==> src/hw/rtl/air_quality_index_calc_unit_assert.svh <==
// assertion macros for the air quality index unit
// expects clk and rst_n in the scope where a macro is used
`ifndef AIR_QUALITY_INDEX_CALC_UNIT_ASSERT_SVH
`define AIR_QUALITY_INDEX_CALC_UNIT_ASSERT_SVH

// same-cycle implication
`define AQIC_ASSERT_NOW(lbl, ante, cons) \
    lbl: assert property (@(posedge clk) disable iff (!rst_n) (ante) |-> (cons)) \
        else $error("aqic assertion failed");

// implication with a fixed delay written into the consequent
`define AQIC_ASSERT_SEQ(lbl, ante, cons) \
    lbl: assert property (@(posedge clk) disable iff (!rst_n) (ante) |-> cons) \
        else $error("aqic latency assertion failed");

`endif

==> src/hw/rtl/aqic_pkg.sv <==
// shared types, breakpoint tables and constants for the air quality index unit
// no dependencies
`default_nettype none

package aqic_pkg;

    localparam int FRAC_BITS    = 16;
    localparam int NUM_SEGMENTS = 6;
    localparam int LANES        = 2;
    localparam int SEG_W        = $clog2(NUM_SEGMENTS);

    localparam int GAIN_W = 17;
    localparam int COEF_W = 16;
    localparam int OFFS_W = 20;
    localparam int RAW_W  = 16;
    localparam int HUM_W  = 8;
    localparam int IDX_W  = 9;

    localparam int PGAIN_W = GAIN_W + RAW_W;     // gain * raw
    localparam int PHUM_W  = COEF_W + HUM_W;     // coef * humidity
    localparam int CORR_W  = PGAIN_W + 1;        // clamped corrected value
    localparam int WHOLE_W = CORR_W - FRAC_BITS; // integer part
    localparam int DIFF_W  = 24;                 // offset into a segment, fraction included
    localparam int QIN_W   = 16;                 // rounded numerator over 2^FRAC_BITS
    localparam int RECIP_SH = 24;
    localparam int RECIP_W  = 21;
    localparam int QUO_W    = 9;

    localparam int LATENCY = 7;

    localparam logic [IDX_W-1:0] AQI_MAX = 9'd500;

    localparam logic [GAIN_W-1:0] GAIN_RST = 17'd34996;
    localparam logic [COEF_W-1:0] COEF_RST = 16'd5531;
    localparam logic [OFFS_W-1:0] OFFS_RST = 20'd367264;

    localparam logic [1:0] REG_GAIN   = 2'd0;
    localparam logic [1:0] REG_HUMCOEF = 2'd1;
    localparam logic [1:0] REG_OFFSET = 2'd2;

    localparam int LANE_FINE   = 0;
    localparam int LANE_COARSE = 1;

    // concentration breakpoints, fine lane then coarse lane
    localparam logic [9:0] SEG_LO [LANES][NUM_SEGMENTS] = '{
        '{10'd0, 10'd13, 10'd36, 10'd56, 10'd151, 10'd251},
        '{10'd0, 10'd55, 10'd155, 10'd255, 10'd355, 10'd425}};
    localparam logic [9:0] SEG_HI [LANES][NUM_SEGMENTS] = '{
        '{10'd12, 10'd35, 10'd55, 10'd150, 10'd250, 10'd500},
        '{10'd54, 10'd154, 10'd254, 10'd354, 10'd424, 10'd604}};
    localparam logic [7:0] SEG_SPAN [LANES][NUM_SEGMENTS] = '{
        '{8'd12, 8'd22, 8'd19, 8'd94, 8'd99, 8'd249},
        '{8'd54, 8'd99, 8'd99, 8'd99, 8'd69, 8'd179}};
    // floor(2^RECIP_SH / span)
    localparam logic [RECIP_W-1:0] SEG_RECIP [LANES][NUM_SEGMENTS] = '{
        '{21'((1 << RECIP_SH) / 12), 21'((1 << RECIP_SH) / 22),
          21'((1 << RECIP_SH) / 19), 21'((1 << RECIP_SH) / 94),
          21'((1 << RECIP_SH) / 99), 21'((1 << RECIP_SH) / 249)},
        '{21'((1 << RECIP_SH) / 54), 21'((1 << RECIP_SH) / 99),
          21'((1 << RECIP_SH) / 99), 21'((1 << RECIP_SH) / 99),
          21'((1 << RECIP_SH) / 69), 21'((1 << RECIP_SH) / 179)}};

    // index bands
    localparam logic [IDX_W-1:0] BAND_LO [NUM_SEGMENTS] = '{
        9'd0, 9'd51, 9'd101, 9'd151, 9'd201, 9'd301};
    localparam logic [7:0] BAND_SPAN [NUM_SEGMENTS] = '{
        8'd50, 8'd49, 8'd49, 8'd49, 8'd99, 8'd199};

    typedef struct packed {
        logic [RAW_W-1:0] pm25_raw;
        logic [RAW_W-1:0] pm10_raw;
        logic [HUM_W-1:0] rel_humidity;
    } in_word_t;

    typedef struct packed {
        logic [IDX_W-1:0] pm25_subindex;
        logic [IDX_W-1:0] pm10_subindex;
        logic [IDX_W-1:0] aqi;
    } out_word_t;

    typedef struct packed {
        logic [GAIN_W-1:0] gain;
        logic [COEF_W-1:0] coef;
        logic [OFFS_W-1:0] offset;
    } cfg_t;

endpackage

`default_nettype wire

==> src/hw/rtl/aqic_correct.sv <==
// humidity correction stages: products, then offset sum and clamp at zero
// depends on aqic_pkg
`default_nettype none

module aqic_correct (
    input  wire logic                                          clk,
    input  wire logic                                          rst_n,
    input  wire logic                                          valid_in,
    input  wire logic [aqic_pkg::LANES-1:0][aqic_pkg::RAW_W-1:0] raw,
    input  wire logic [aqic_pkg::HUM_W-1:0]                    hum,
    input  wire aqic_pkg::cfg_t                                cfg,
    output logic                                               valid_out,
    output logic [aqic_pkg::LANES-1:0][aqic_pkg::CORR_W-1:0]   corr
);

    logic                                                 v1_reg;
    logic [aqic_pkg::LANES-1:0][aqic_pkg::PGAIN_W-1:0]    pg_reg;
    logic [aqic_pkg::PHUM_W-1:0]                          ph_reg;
    logic                                                 v2_reg;
    logic [aqic_pkg::LANES-1:0][aqic_pkg::CORR_W-1:0]     c_reg;
    logic [aqic_pkg::LANES-1:0][aqic_pkg::CORR_W-1:0]     c_next;
    logic [aqic_pkg::LANES-1:0][aqic_pkg::CORR_W:0]       sum;

    always_ff @(posedge clk or negedge rst_n)
    begin
        if (!rst_n)
        begin
            v1_reg <= 1'b0;
            v2_reg <= 1'b0;
        end
        else
        begin
            v1_reg <= valid_in;
            v2_reg <= v1_reg;
        end
    end

    // stage 1: multiplies
    always_ff @(posedge clk)
    begin
        for (int l = 0; l < aqic_pkg::LANES; l++)
        begin
            pg_reg[l] <= aqic_pkg::PGAIN_W'(cfg.gain) * aqic_pkg::PGAIN_W'(raw[l]);
        end
        ph_reg <= aqic_pkg::PHUM_W'(cfg.coef) * aqic_pkg::PHUM_W'(hum);
    end

    // stage 2: signed sum, negative clamps to zero
    always_comb
    begin
        for (int l = 0; l < aqic_pkg::LANES; l++)
        begin
            sum[l] = (aqic_pkg::CORR_W + 1)'(pg_reg[l])
                   + (aqic_pkg::CORR_W + 1)'(cfg.offset)
                   - (aqic_pkg::CORR_W + 1)'(ph_reg);
            c_next[l] = sum[l][aqic_pkg::CORR_W] ? '0 : sum[l][aqic_pkg::CORR_W-1:0];
        end
    end

    always_ff @(posedge clk)
    begin
        c_reg <= c_next;
    end

    assign valid_out = v2_reg;
    assign corr      = c_reg;

endmodule

`default_nettype wire

==> src/hw/rtl/aqic_interp.sv <==
// segment search and rounded linear interpolation, one lane per pollutant
// depends on aqic_pkg
`default_nettype none

module aqic_interp (
    input  wire logic                                          clk,
    input  wire logic                                          rst_n,
    input  wire logic                                          valid_in,
    input  wire logic [aqic_pkg::LANES-1:0][aqic_pkg::CORR_W-1:0] corr,
    output logic                                               valid_out,
    output logic [aqic_pkg::LANES-1:0][aqic_pkg::IDX_W-1:0]    sub
);

    localparam int SEG_W = aqic_pkg::SEG_W;

    logic v3_reg;
    logic v4_reg;
    logic v5_reg;
    logic v6_reg;

    always_ff @(posedge clk or negedge rst_n)
    begin
        if (!rst_n)
        begin
            v3_reg <= 1'b0;
            v4_reg <= 1'b0;
            v5_reg <= 1'b0;
            v6_reg <= 1'b0;
        end
        else
        begin
            v3_reg <= valid_in;
            v4_reg <= v3_reg;
            v5_reg <= v4_reg;
            v6_reg <= v5_reg;
        end
    end

    for (genvar lane = 0; lane < aqic_pkg::LANES; lane++)
    begin : g_lane
        logic [aqic_pkg::WHOLE_W-1:0] whole;
        logic                         hit_next;
        logic [SEG_W-1:0]             seg_next;
        logic [aqic_pkg::DIFF_W-1:0]  d_next;
        logic [aqic_pkg::CORR_W-1:0]  base;

        logic                         hit3_reg;
        logic [SEG_W-1:0]             seg3_reg;
        logic [aqic_pkg::DIFF_W-1:0]  d3_reg;

        logic [32:0]                  num;
        logic                         hit4_reg;
        logic [SEG_W-1:0]             seg4_reg;
        logic [aqic_pkg::QIN_W-1:0]   m4_reg;

        logic [aqic_pkg::QIN_W+aqic_pkg::RECIP_W-1:0] prod;
        logic                         hit5_reg;
        logic [SEG_W-1:0]             seg5_reg;
        logic [aqic_pkg::QIN_W-1:0]   m5_reg;
        logic [aqic_pkg::QUO_W-1:0]   q5_reg;

        logic [aqic_pkg::QIN_W:0]     qs;
        logic [aqic_pkg::QIN_W:0]     rem;
        logic [aqic_pkg::QUO_W-1:0]   q;
        logic [aqic_pkg::IDX_W:0]     r;
        logic [aqic_pkg::IDX_W-1:0]   sub_next;
        logic [aqic_pkg::IDX_W-1:0]   sub6_reg;

        // stage 3: first segment whose integer range holds the value
        always_comb
        begin
            whole    = corr[lane][aqic_pkg::CORR_W-1:aqic_pkg::FRAC_BITS];
            hit_next = 1'b0;
            seg_next = '0;
            for (int k = aqic_pkg::NUM_SEGMENTS - 1; k >= 0; k--)
            begin
                if (whole >= aqic_pkg::WHOLE_W'(aqic_pkg::SEG_LO[lane][k]) &&
                    whole <= aqic_pkg::WHOLE_W'(aqic_pkg::SEG_HI[lane][k]))
                begin
                    hit_next = 1'b1;
                    seg_next = SEG_W'(k);
                end
            end
            base   = aqic_pkg::CORR_W'(aqic_pkg::SEG_LO[lane][seg_next]) << aqic_pkg::FRAC_BITS;
            d_next = aqic_pkg::DIFF_W'(corr[lane] - base);
        end

        always_ff @(posedge clk)
        begin
            hit3_reg <= hit_next;
            seg3_reg <= seg_next;
            d3_reg   <= d_next;
        end

        // stage 4: band * offset plus half the divisor, scaled down by the fraction
        assign num = 33'(aqic_pkg::BAND_SPAN[seg3_reg]) * 33'(d3_reg)
                   + (33'(aqic_pkg::SEG_SPAN[lane][seg3_reg]) << (aqic_pkg::FRAC_BITS - 1));

        always_ff @(posedge clk)
        begin
            hit4_reg <= hit3_reg;
            seg4_reg <= seg3_reg;
            m4_reg   <= num[aqic_pkg::FRAC_BITS +: aqic_pkg::QIN_W];
        end

        // stage 5: quotient estimate by reciprocal, low by at most one
        assign prod = (aqic_pkg::QIN_W + aqic_pkg::RECIP_W)'(m4_reg)
                    * (aqic_pkg::QIN_W + aqic_pkg::RECIP_W)'(aqic_pkg::SEG_RECIP[lane][seg4_reg]);

        always_ff @(posedge clk)
        begin
            hit5_reg <= hit4_reg;
            seg5_reg <= seg4_reg;
            m5_reg   <= m4_reg;
            q5_reg   <= prod[aqic_pkg::RECIP_SH +: aqic_pkg::QUO_W];
        end

        // stage 6: remainder correction, band offset, saturation
        always_comb
        begin
            qs  = (aqic_pkg::QIN_W + 1)'(q5_reg)
                * (aqic_pkg::QIN_W + 1)'(aqic_pkg::SEG_SPAN[lane][seg5_reg]);
            rem = (aqic_pkg::QIN_W + 1)'(m5_reg) - qs;
            q   = q5_reg;
            if (rem >= (aqic_pkg::QIN_W + 1)'(aqic_pkg::SEG_SPAN[lane][seg5_reg]))
            begin
                q = q5_reg + 1'b1;
            end
            r = (aqic_pkg::IDX_W + 1)'(aqic_pkg::BAND_LO[seg5_reg]) + (aqic_pkg::IDX_W + 1)'(q);
            if (!hit5_reg || r > (aqic_pkg::IDX_W + 1)'(aqic_pkg::AQI_MAX))
            begin
                sub_next = aqic_pkg::AQI_MAX;
            end
            else
            begin
                sub_next = r[aqic_pkg::IDX_W-1:0];
            end
        end

        always_ff @(posedge clk)
        begin
            sub6_reg <= sub_next;
        end

        assign sub[lane] = sub6_reg;
    end

    assign valid_out = v6_reg;

endmodule

`default_nettype wire

==> src/hw/rtl/air_quality_index_calc_unit.sv <==
// air quality index unit: pm2.5 and pm10 sub-indices plus their maximum
// a word accepted at a clock edge passes the register stages below in order and is then shown
// on done/result; throughput one word per cycle
// seven register stages (two multiply/correct, four search/interpolate, one max)
// busy never rises, so a new word can follow every cycle; the result side never stalls
// rst_n asynchronous: clears all valid bits and loads the default correction registers
`default_nettype none

module air_quality_index_calc_unit (
    input  wire logic               clk,
    input  wire logic               rst_n,
    // command side
    input  wire logic               start,
    output logic                    busy,
    input  wire aqic_pkg::in_word_t cmd,
    // result side
    output logic                    done,
    output aqic_pkg::out_word_t     result,
    // configuration port
    input  wire logic               psel,
    input  wire logic               penable,
    input  wire logic               pwrite,
    input  wire logic [3:0]         paddr,
    input  wire logic [31:0]        pwdata,
    output logic [31:0]             prdata,
    output logic                    pready
);

    // correction registers
    aqic_pkg::cfg_t cfg_reg;
    logic           wr_en;
    logic [1:0]     reg_idx;

    assign pready  = 1'b1;
    assign reg_idx = paddr[3:2];
    assign wr_en   = psel && penable && pwrite && pready;

    always_ff @(posedge clk or negedge rst_n)
    begin
        if (!rst_n)
        begin
            cfg_reg.gain   <= aqic_pkg::GAIN_RST;
            cfg_reg.coef   <= aqic_pkg::COEF_RST;
            cfg_reg.offset <= aqic_pkg::OFFS_RST;
        end
        else if (wr_en)
        begin
            case (reg_idx)
                aqic_pkg::REG_GAIN:    cfg_reg.gain   <= pwdata[aqic_pkg::GAIN_W-1:0];
                aqic_pkg::REG_HUMCOEF: cfg_reg.coef   <= pwdata[aqic_pkg::COEF_W-1:0];
                aqic_pkg::REG_OFFSET:  cfg_reg.offset <= pwdata[aqic_pkg::OFFS_W-1:0];
                default: ;  // unmapped address, write dropped
            endcase
        end
    end

    // register readback
    always_comb
    begin
        case (reg_idx)
            aqic_pkg::REG_GAIN:    prdata = 32'(cfg_reg.gain);
            aqic_pkg::REG_HUMCOEF: prdata = 32'(cfg_reg.coef);
            aqic_pkg::REG_OFFSET:  prdata = 32'(cfg_reg.offset);
            default:               prdata = '0;
        endcase
    end

    // the pipeline takes a word every cycle
    logic accept;
    assign busy   = 1'b0;
    assign accept = start && !busy;

    logic [aqic_pkg::LANES-1:0][aqic_pkg::RAW_W-1:0] raw;
    assign raw[aqic_pkg::LANE_FINE]   = cmd.pm25_raw;
    assign raw[aqic_pkg::LANE_COARSE] = cmd.pm10_raw;

    logic                                              corr_valid;
    logic [aqic_pkg::LANES-1:0][aqic_pkg::CORR_W-1:0]  corr;
    logic                                              sub_valid;
    logic [aqic_pkg::LANES-1:0][aqic_pkg::IDX_W-1:0]   sub;

    // stages 1-2: humidity correction for both pollutants
    aqic_correct u_correct (
        .clk       (clk),
        .rst_n     (rst_n),
        .valid_in  (accept),
        .raw       (raw),
        .hum       (cmd.rel_humidity),
        .cfg       (cfg_reg),
        .valid_out (corr_valid),
        .corr      (corr)
    );

    // stages 3-6: breakpoint search and interpolation
    aqic_interp u_interp (
        .clk       (clk),
        .rst_n     (rst_n),
        .valid_in  (corr_valid),
        .corr      (corr),
        .valid_out (sub_valid),
        .sub       (sub)
    );

    // stage 7: overall index and result register
    logic                done_reg;
    aqic_pkg::out_word_t res_reg;
    aqic_pkg::out_word_t res_next;

    always_comb
    begin
        res_next.pm25_subindex = sub[aqic_pkg::LANE_FINE];
        res_next.pm10_subindex = sub[aqic_pkg::LANE_COARSE];
        res_next.aqi = (sub[aqic_pkg::LANE_FINE] > sub[aqic_pkg::LANE_COARSE]) ?
                       sub[aqic_pkg::LANE_FINE] : sub[aqic_pkg::LANE_COARSE];
    end

    always_ff @(posedge clk or negedge rst_n)
    begin
        if (!rst_n)
        begin
            done_reg <= 1'b0;
        end
        else
        begin
            done_reg <= sub_valid;
        end
    end

    always_ff @(posedge clk)
    begin
        res_reg <= res_next;
    end

    assign done   = done_reg;
    assign result = res_reg;

    // checks
    `include "air_quality_index_calc_unit_assert.svh"

    `AQIC_ASSERT_SEQ(a_latency, accept, ##(aqic_pkg::LATENCY) done)
    `AQIC_ASSERT_NOW(a_aqi_is_max, done, (result.aqi >= result.pm25_subindex) && (result.aqi >= result.pm10_subindex) && ((result.aqi == result.pm25_subindex) || (result.aqi == result.pm10_subindex)))
    `AQIC_ASSERT_NOW(a_range, done, (result.pm25_subindex <= aqic_pkg::AQI_MAX) && (result.pm10_subindex <= aqic_pkg::AQI_MAX))

endmodule

`default_nettype wire
==> config.mk <==
export PLATFORM = sky130hd
export DESIGN_NAME = air_quality_index_calc_unit
export DESIGN_NICKNAME = d
export VERILOG_FILES = /design/src/hw/rtl/aqic_pkg.sv /design/src/hw/rtl/aqic_correct.sv /design/src/hw/rtl/aqic_interp.sv /design/src/hw/rtl/air_quality_index_calc_unit.sv
export VERILOG_INCLUDE_DIRS = /design/src /design/src/hw/rtl
export SDC_FILE = /design/constraint.sdc
export NUM_CORES = 2
export LEC_CHECK = 0
export ABC_AREA = 1
export BUFFER_PORTS_ARGS = -buffer_cell sky130_fd_sc_hd__buf_2
export CAP_MARGIN = 10
export CORE_UTILIZATION = 37
export CTS_BUF_LIST = sky130_fd_sc_hd__clkbuf_16
export CTS_CLUSTER_SIZE = 8
export DETAILED_ROUTE_END_ITERATION = 10
export SKIP_LAST_GASP = 1
export SYNTH_ARGS = -nofsm -noshare
export SYNTH_HDL_FRONTEND = slang
export SYNTH_HIERARCHICAL = 1
export SYNTH_SLANG_ARGS = --single-unit
==> constraint.sdc <==
create_clock -name clk -period 8.5 [get_ports clk]
set_input_delay 0.85 -clock clk [delete_from_list [all_inputs] [get_ports clk]]
set_output_delay 0.85 -clock clk [all_outputs]
set_load 0.02 [all_outputs]
==> results.cfg <==
[timing]
finalCritPeriodShare_pct = 89.3
tightest_slew_ps = 1260
hold_violations = 0
rsz0062_at_grt = no
fin_skew_ps = 53.6
setup_viol = 0
relSlewSlack_pct = 16.3
min_period_ps = 7590
slew_viol_final = 0
fmax_mhz = 132
finalSetupTns_ps = 0

[critical_path]
cp.required_ps = 9070
critPathMaxStageDelay_ps = 550
start_kind = register
timing.critical_path.mode_cell = nand2_1
cp.arrival_ps = 8150
critPathSlowestCell = fa_1
criticalPathCategory = register to register
end_kind = register
path_max_fanout = 9

[floorplanning]
die_w_um = 467
die-area_mm2 = 0.218
start_util_pct = 37.2
placeableCoreArea_mm2 = 0.215
rows = 170
io_pins = 144
die_h_um = 467

[routing]
wl_per_cell_um = 16.4
vias_per_cell = 4.78
wirelength_mm = 218
drc_errors = 0
antenna_left = 0
drt_first_pass_iters = 7
drt-initial-drc-count = 3832
vias = 63706

[clocking]
holdBufCountCts = 0
root_buffer = clkbuf_16
post_cts_resized = 0
tritoncts = done
cts_sinks = 417
cts_buffers = 60
cts.clk_slew.worst_paths_ps = 60
cts_setup_buffers = 0
worstSkewPairLatency_ps = 680
cts_buffer_depth = 3
htree_levels = 2

[logic_synthesis]
ys_seq_area_share_pct = 10.9
synth.area.mux_share_pct = 0
ys_ff_latch = 417
synth_simple_gate_area_share_pct = 19.0
synth-compound-area-share_pct = 5.04
async_flop_share_pct = 14.4
synth_area_mm2 = 0.0799
synth_ff_type = dfxtp_1
syn_area_per_cell_um2 = 7.62
synthAdderAreaFrac_pct = 47.5
synth_xor_area_share_pct = 2.28
yosysUniqueCellTypes = 70
synth_edf_count = 0
synth_warnings = 6
synth_top_family_by_area = adder cells
synth_cells = 10478

[place]
numPortBuffers = 115
gp_congestion = 0.942
hpwl_mm = 185

[cells_and_area]
largest_reg_flops = 68
layout.nets = 12767
final_layout_size_suffix_gt1_share_pct = 4.34
syn_to_final_growth_pct = 6.48

[min_path]
hold_class = input pin to register

[global_routing]
antenna_found_initial = 11
grtUsageTotal_pct = 20.3
grt_max_degree = 61
grt.overflow.total = 0
grt_pass1_wl_mm = 356
grt_pass1_vias = 67130

[run_status]
status = completed

[flow_run]
cap_violations = 0
## cell families after synthesis
logic type | Yosys count
buffers and inverters | 3210
adders and majority gates | 2211
DFF | 417
and+or+nand+nor | 3715
xor gates and xnor gates | 206
other | 2
AOI/OAI and AO/OA | 717
## critical path, delay by kind of cell (launching register included)
kind,cells,cell delay (ps)
simple gates,19,2070
compound gates,3,610
fa+ha+maj,8,3340
flops,1,480
xor+xnor,3,570
buf+inv,6,430
## path summary, 6_finish.rpt
kind,start,to,slack [ps],depth (start not counted)
worst min register to register,u_correct/corr[47],u_interp/g_lane[1].d3_reg[13],300,0
worst min-delay path,start,u_correct/v1_reg,290,1
worst max-delay path,u_interp/g_lane[0].seg5_reg[2],u_interp/g_lane[0].sub6_reg[1],910,39
max in group asynchronous,rst_n,cfg_reg[37],7670,2
worst max register to register,u_interp/g_lane[0].seg5_reg[2],u_interp/g_lane[0].sub6_reg[1],910,39
min in group asynchronous,rst_n,cfg_reg[52],320,2
## metal layers
layer  part of all wire, %  global-route usage [%]  routed length (um)  up-vias
met2                    48                    35.2              105000     1641
met3                   5.2                    2.40               11400      291
met4                   2.3                    4.69                4940       12
met1                    44                    26.9               96600    31179
li1                      -                       -                   -    30583
met5                 0.037                       0                  80        -
## synthesized netlist by cell type (all sizes together), types with 46 or more instances
library cell	number	area share [%]
inv	2944	14
dfxtp	357	8.9
a21oi	360	2.3
nand3	251	1.6
fa	1366	34
nor3	77	0.51
buf	46	0.43
nor2	909	4.4
xor2	141	1.6
nand2	2347	11
nand4	75	0.64
xnor2	65	0.71
clkbuf	209	0.99
ha	845	13
o21ai	229	1.5
## metrics by stage
step                instance area, um2  util [%]  hold WS, ps  instances  worst slack, ps
floorplan                        79900         -          310      10490             1450
global placement                 83400      38.9          311      13250              885
detailed placement               83400      38.9          312      13250              888
CTS                              85000      39.6          241      13331              836
global route                     85000      39.6          256      13332              159
finish                           85100      39.6          295      13333              912
## cell usage in the layout (no fill, tap or decap), drive strengths merged, types with 3 or more instances in the layout
cell type,Yosys,final
clkinv,11,16
a211oi,6,6
o21bai,19,19
nor3,77,77
nand3b,15,15
dfxtp,357,357
a21o,23,23
nor2,909,909
or2,11,11
nand3,251,251
fa,1366,1366
ha,845,845
a31oi,17,17
nor4,24,24
o211ai,15,15
xor2,141,141
inv,2944,2957
conb,2,14
a21oi,360,360
and2,3,3
nand4,75,75
dfrtp,38,38
clkbuf,209,61
nand2,2347,2347
buf,46,177
xnor2,65,65
o31ai,5,5
dfstp,22,22
o21a,12,12
o2111ai,4,4
o21ai,229,229
o221ai,3,3
o221a,3,3
a21boi,10,10
## area by class of cell
| cell class | instances | area, um2 |
|---|---|---|
| Clock buffer | 61 | 1530 |
| Timing Repair Buffer | 177 | 1040 |
| Antenna cell | 2 | 5.00 |
| Fill cell | 22099 | 130000 |
| Tap cell | 2838 | 3550 |
| Multi-Input combinational cell | 6863 | 59000 |
| Inverter | 2955 | 11100 |
| Sequential cell | 417 | 8680 |
| Clock inverter | 20 | 138 |
Power is not shown: default switching activity piles up to over one toggle a cycle in this logic, so the estimate is an artifact.
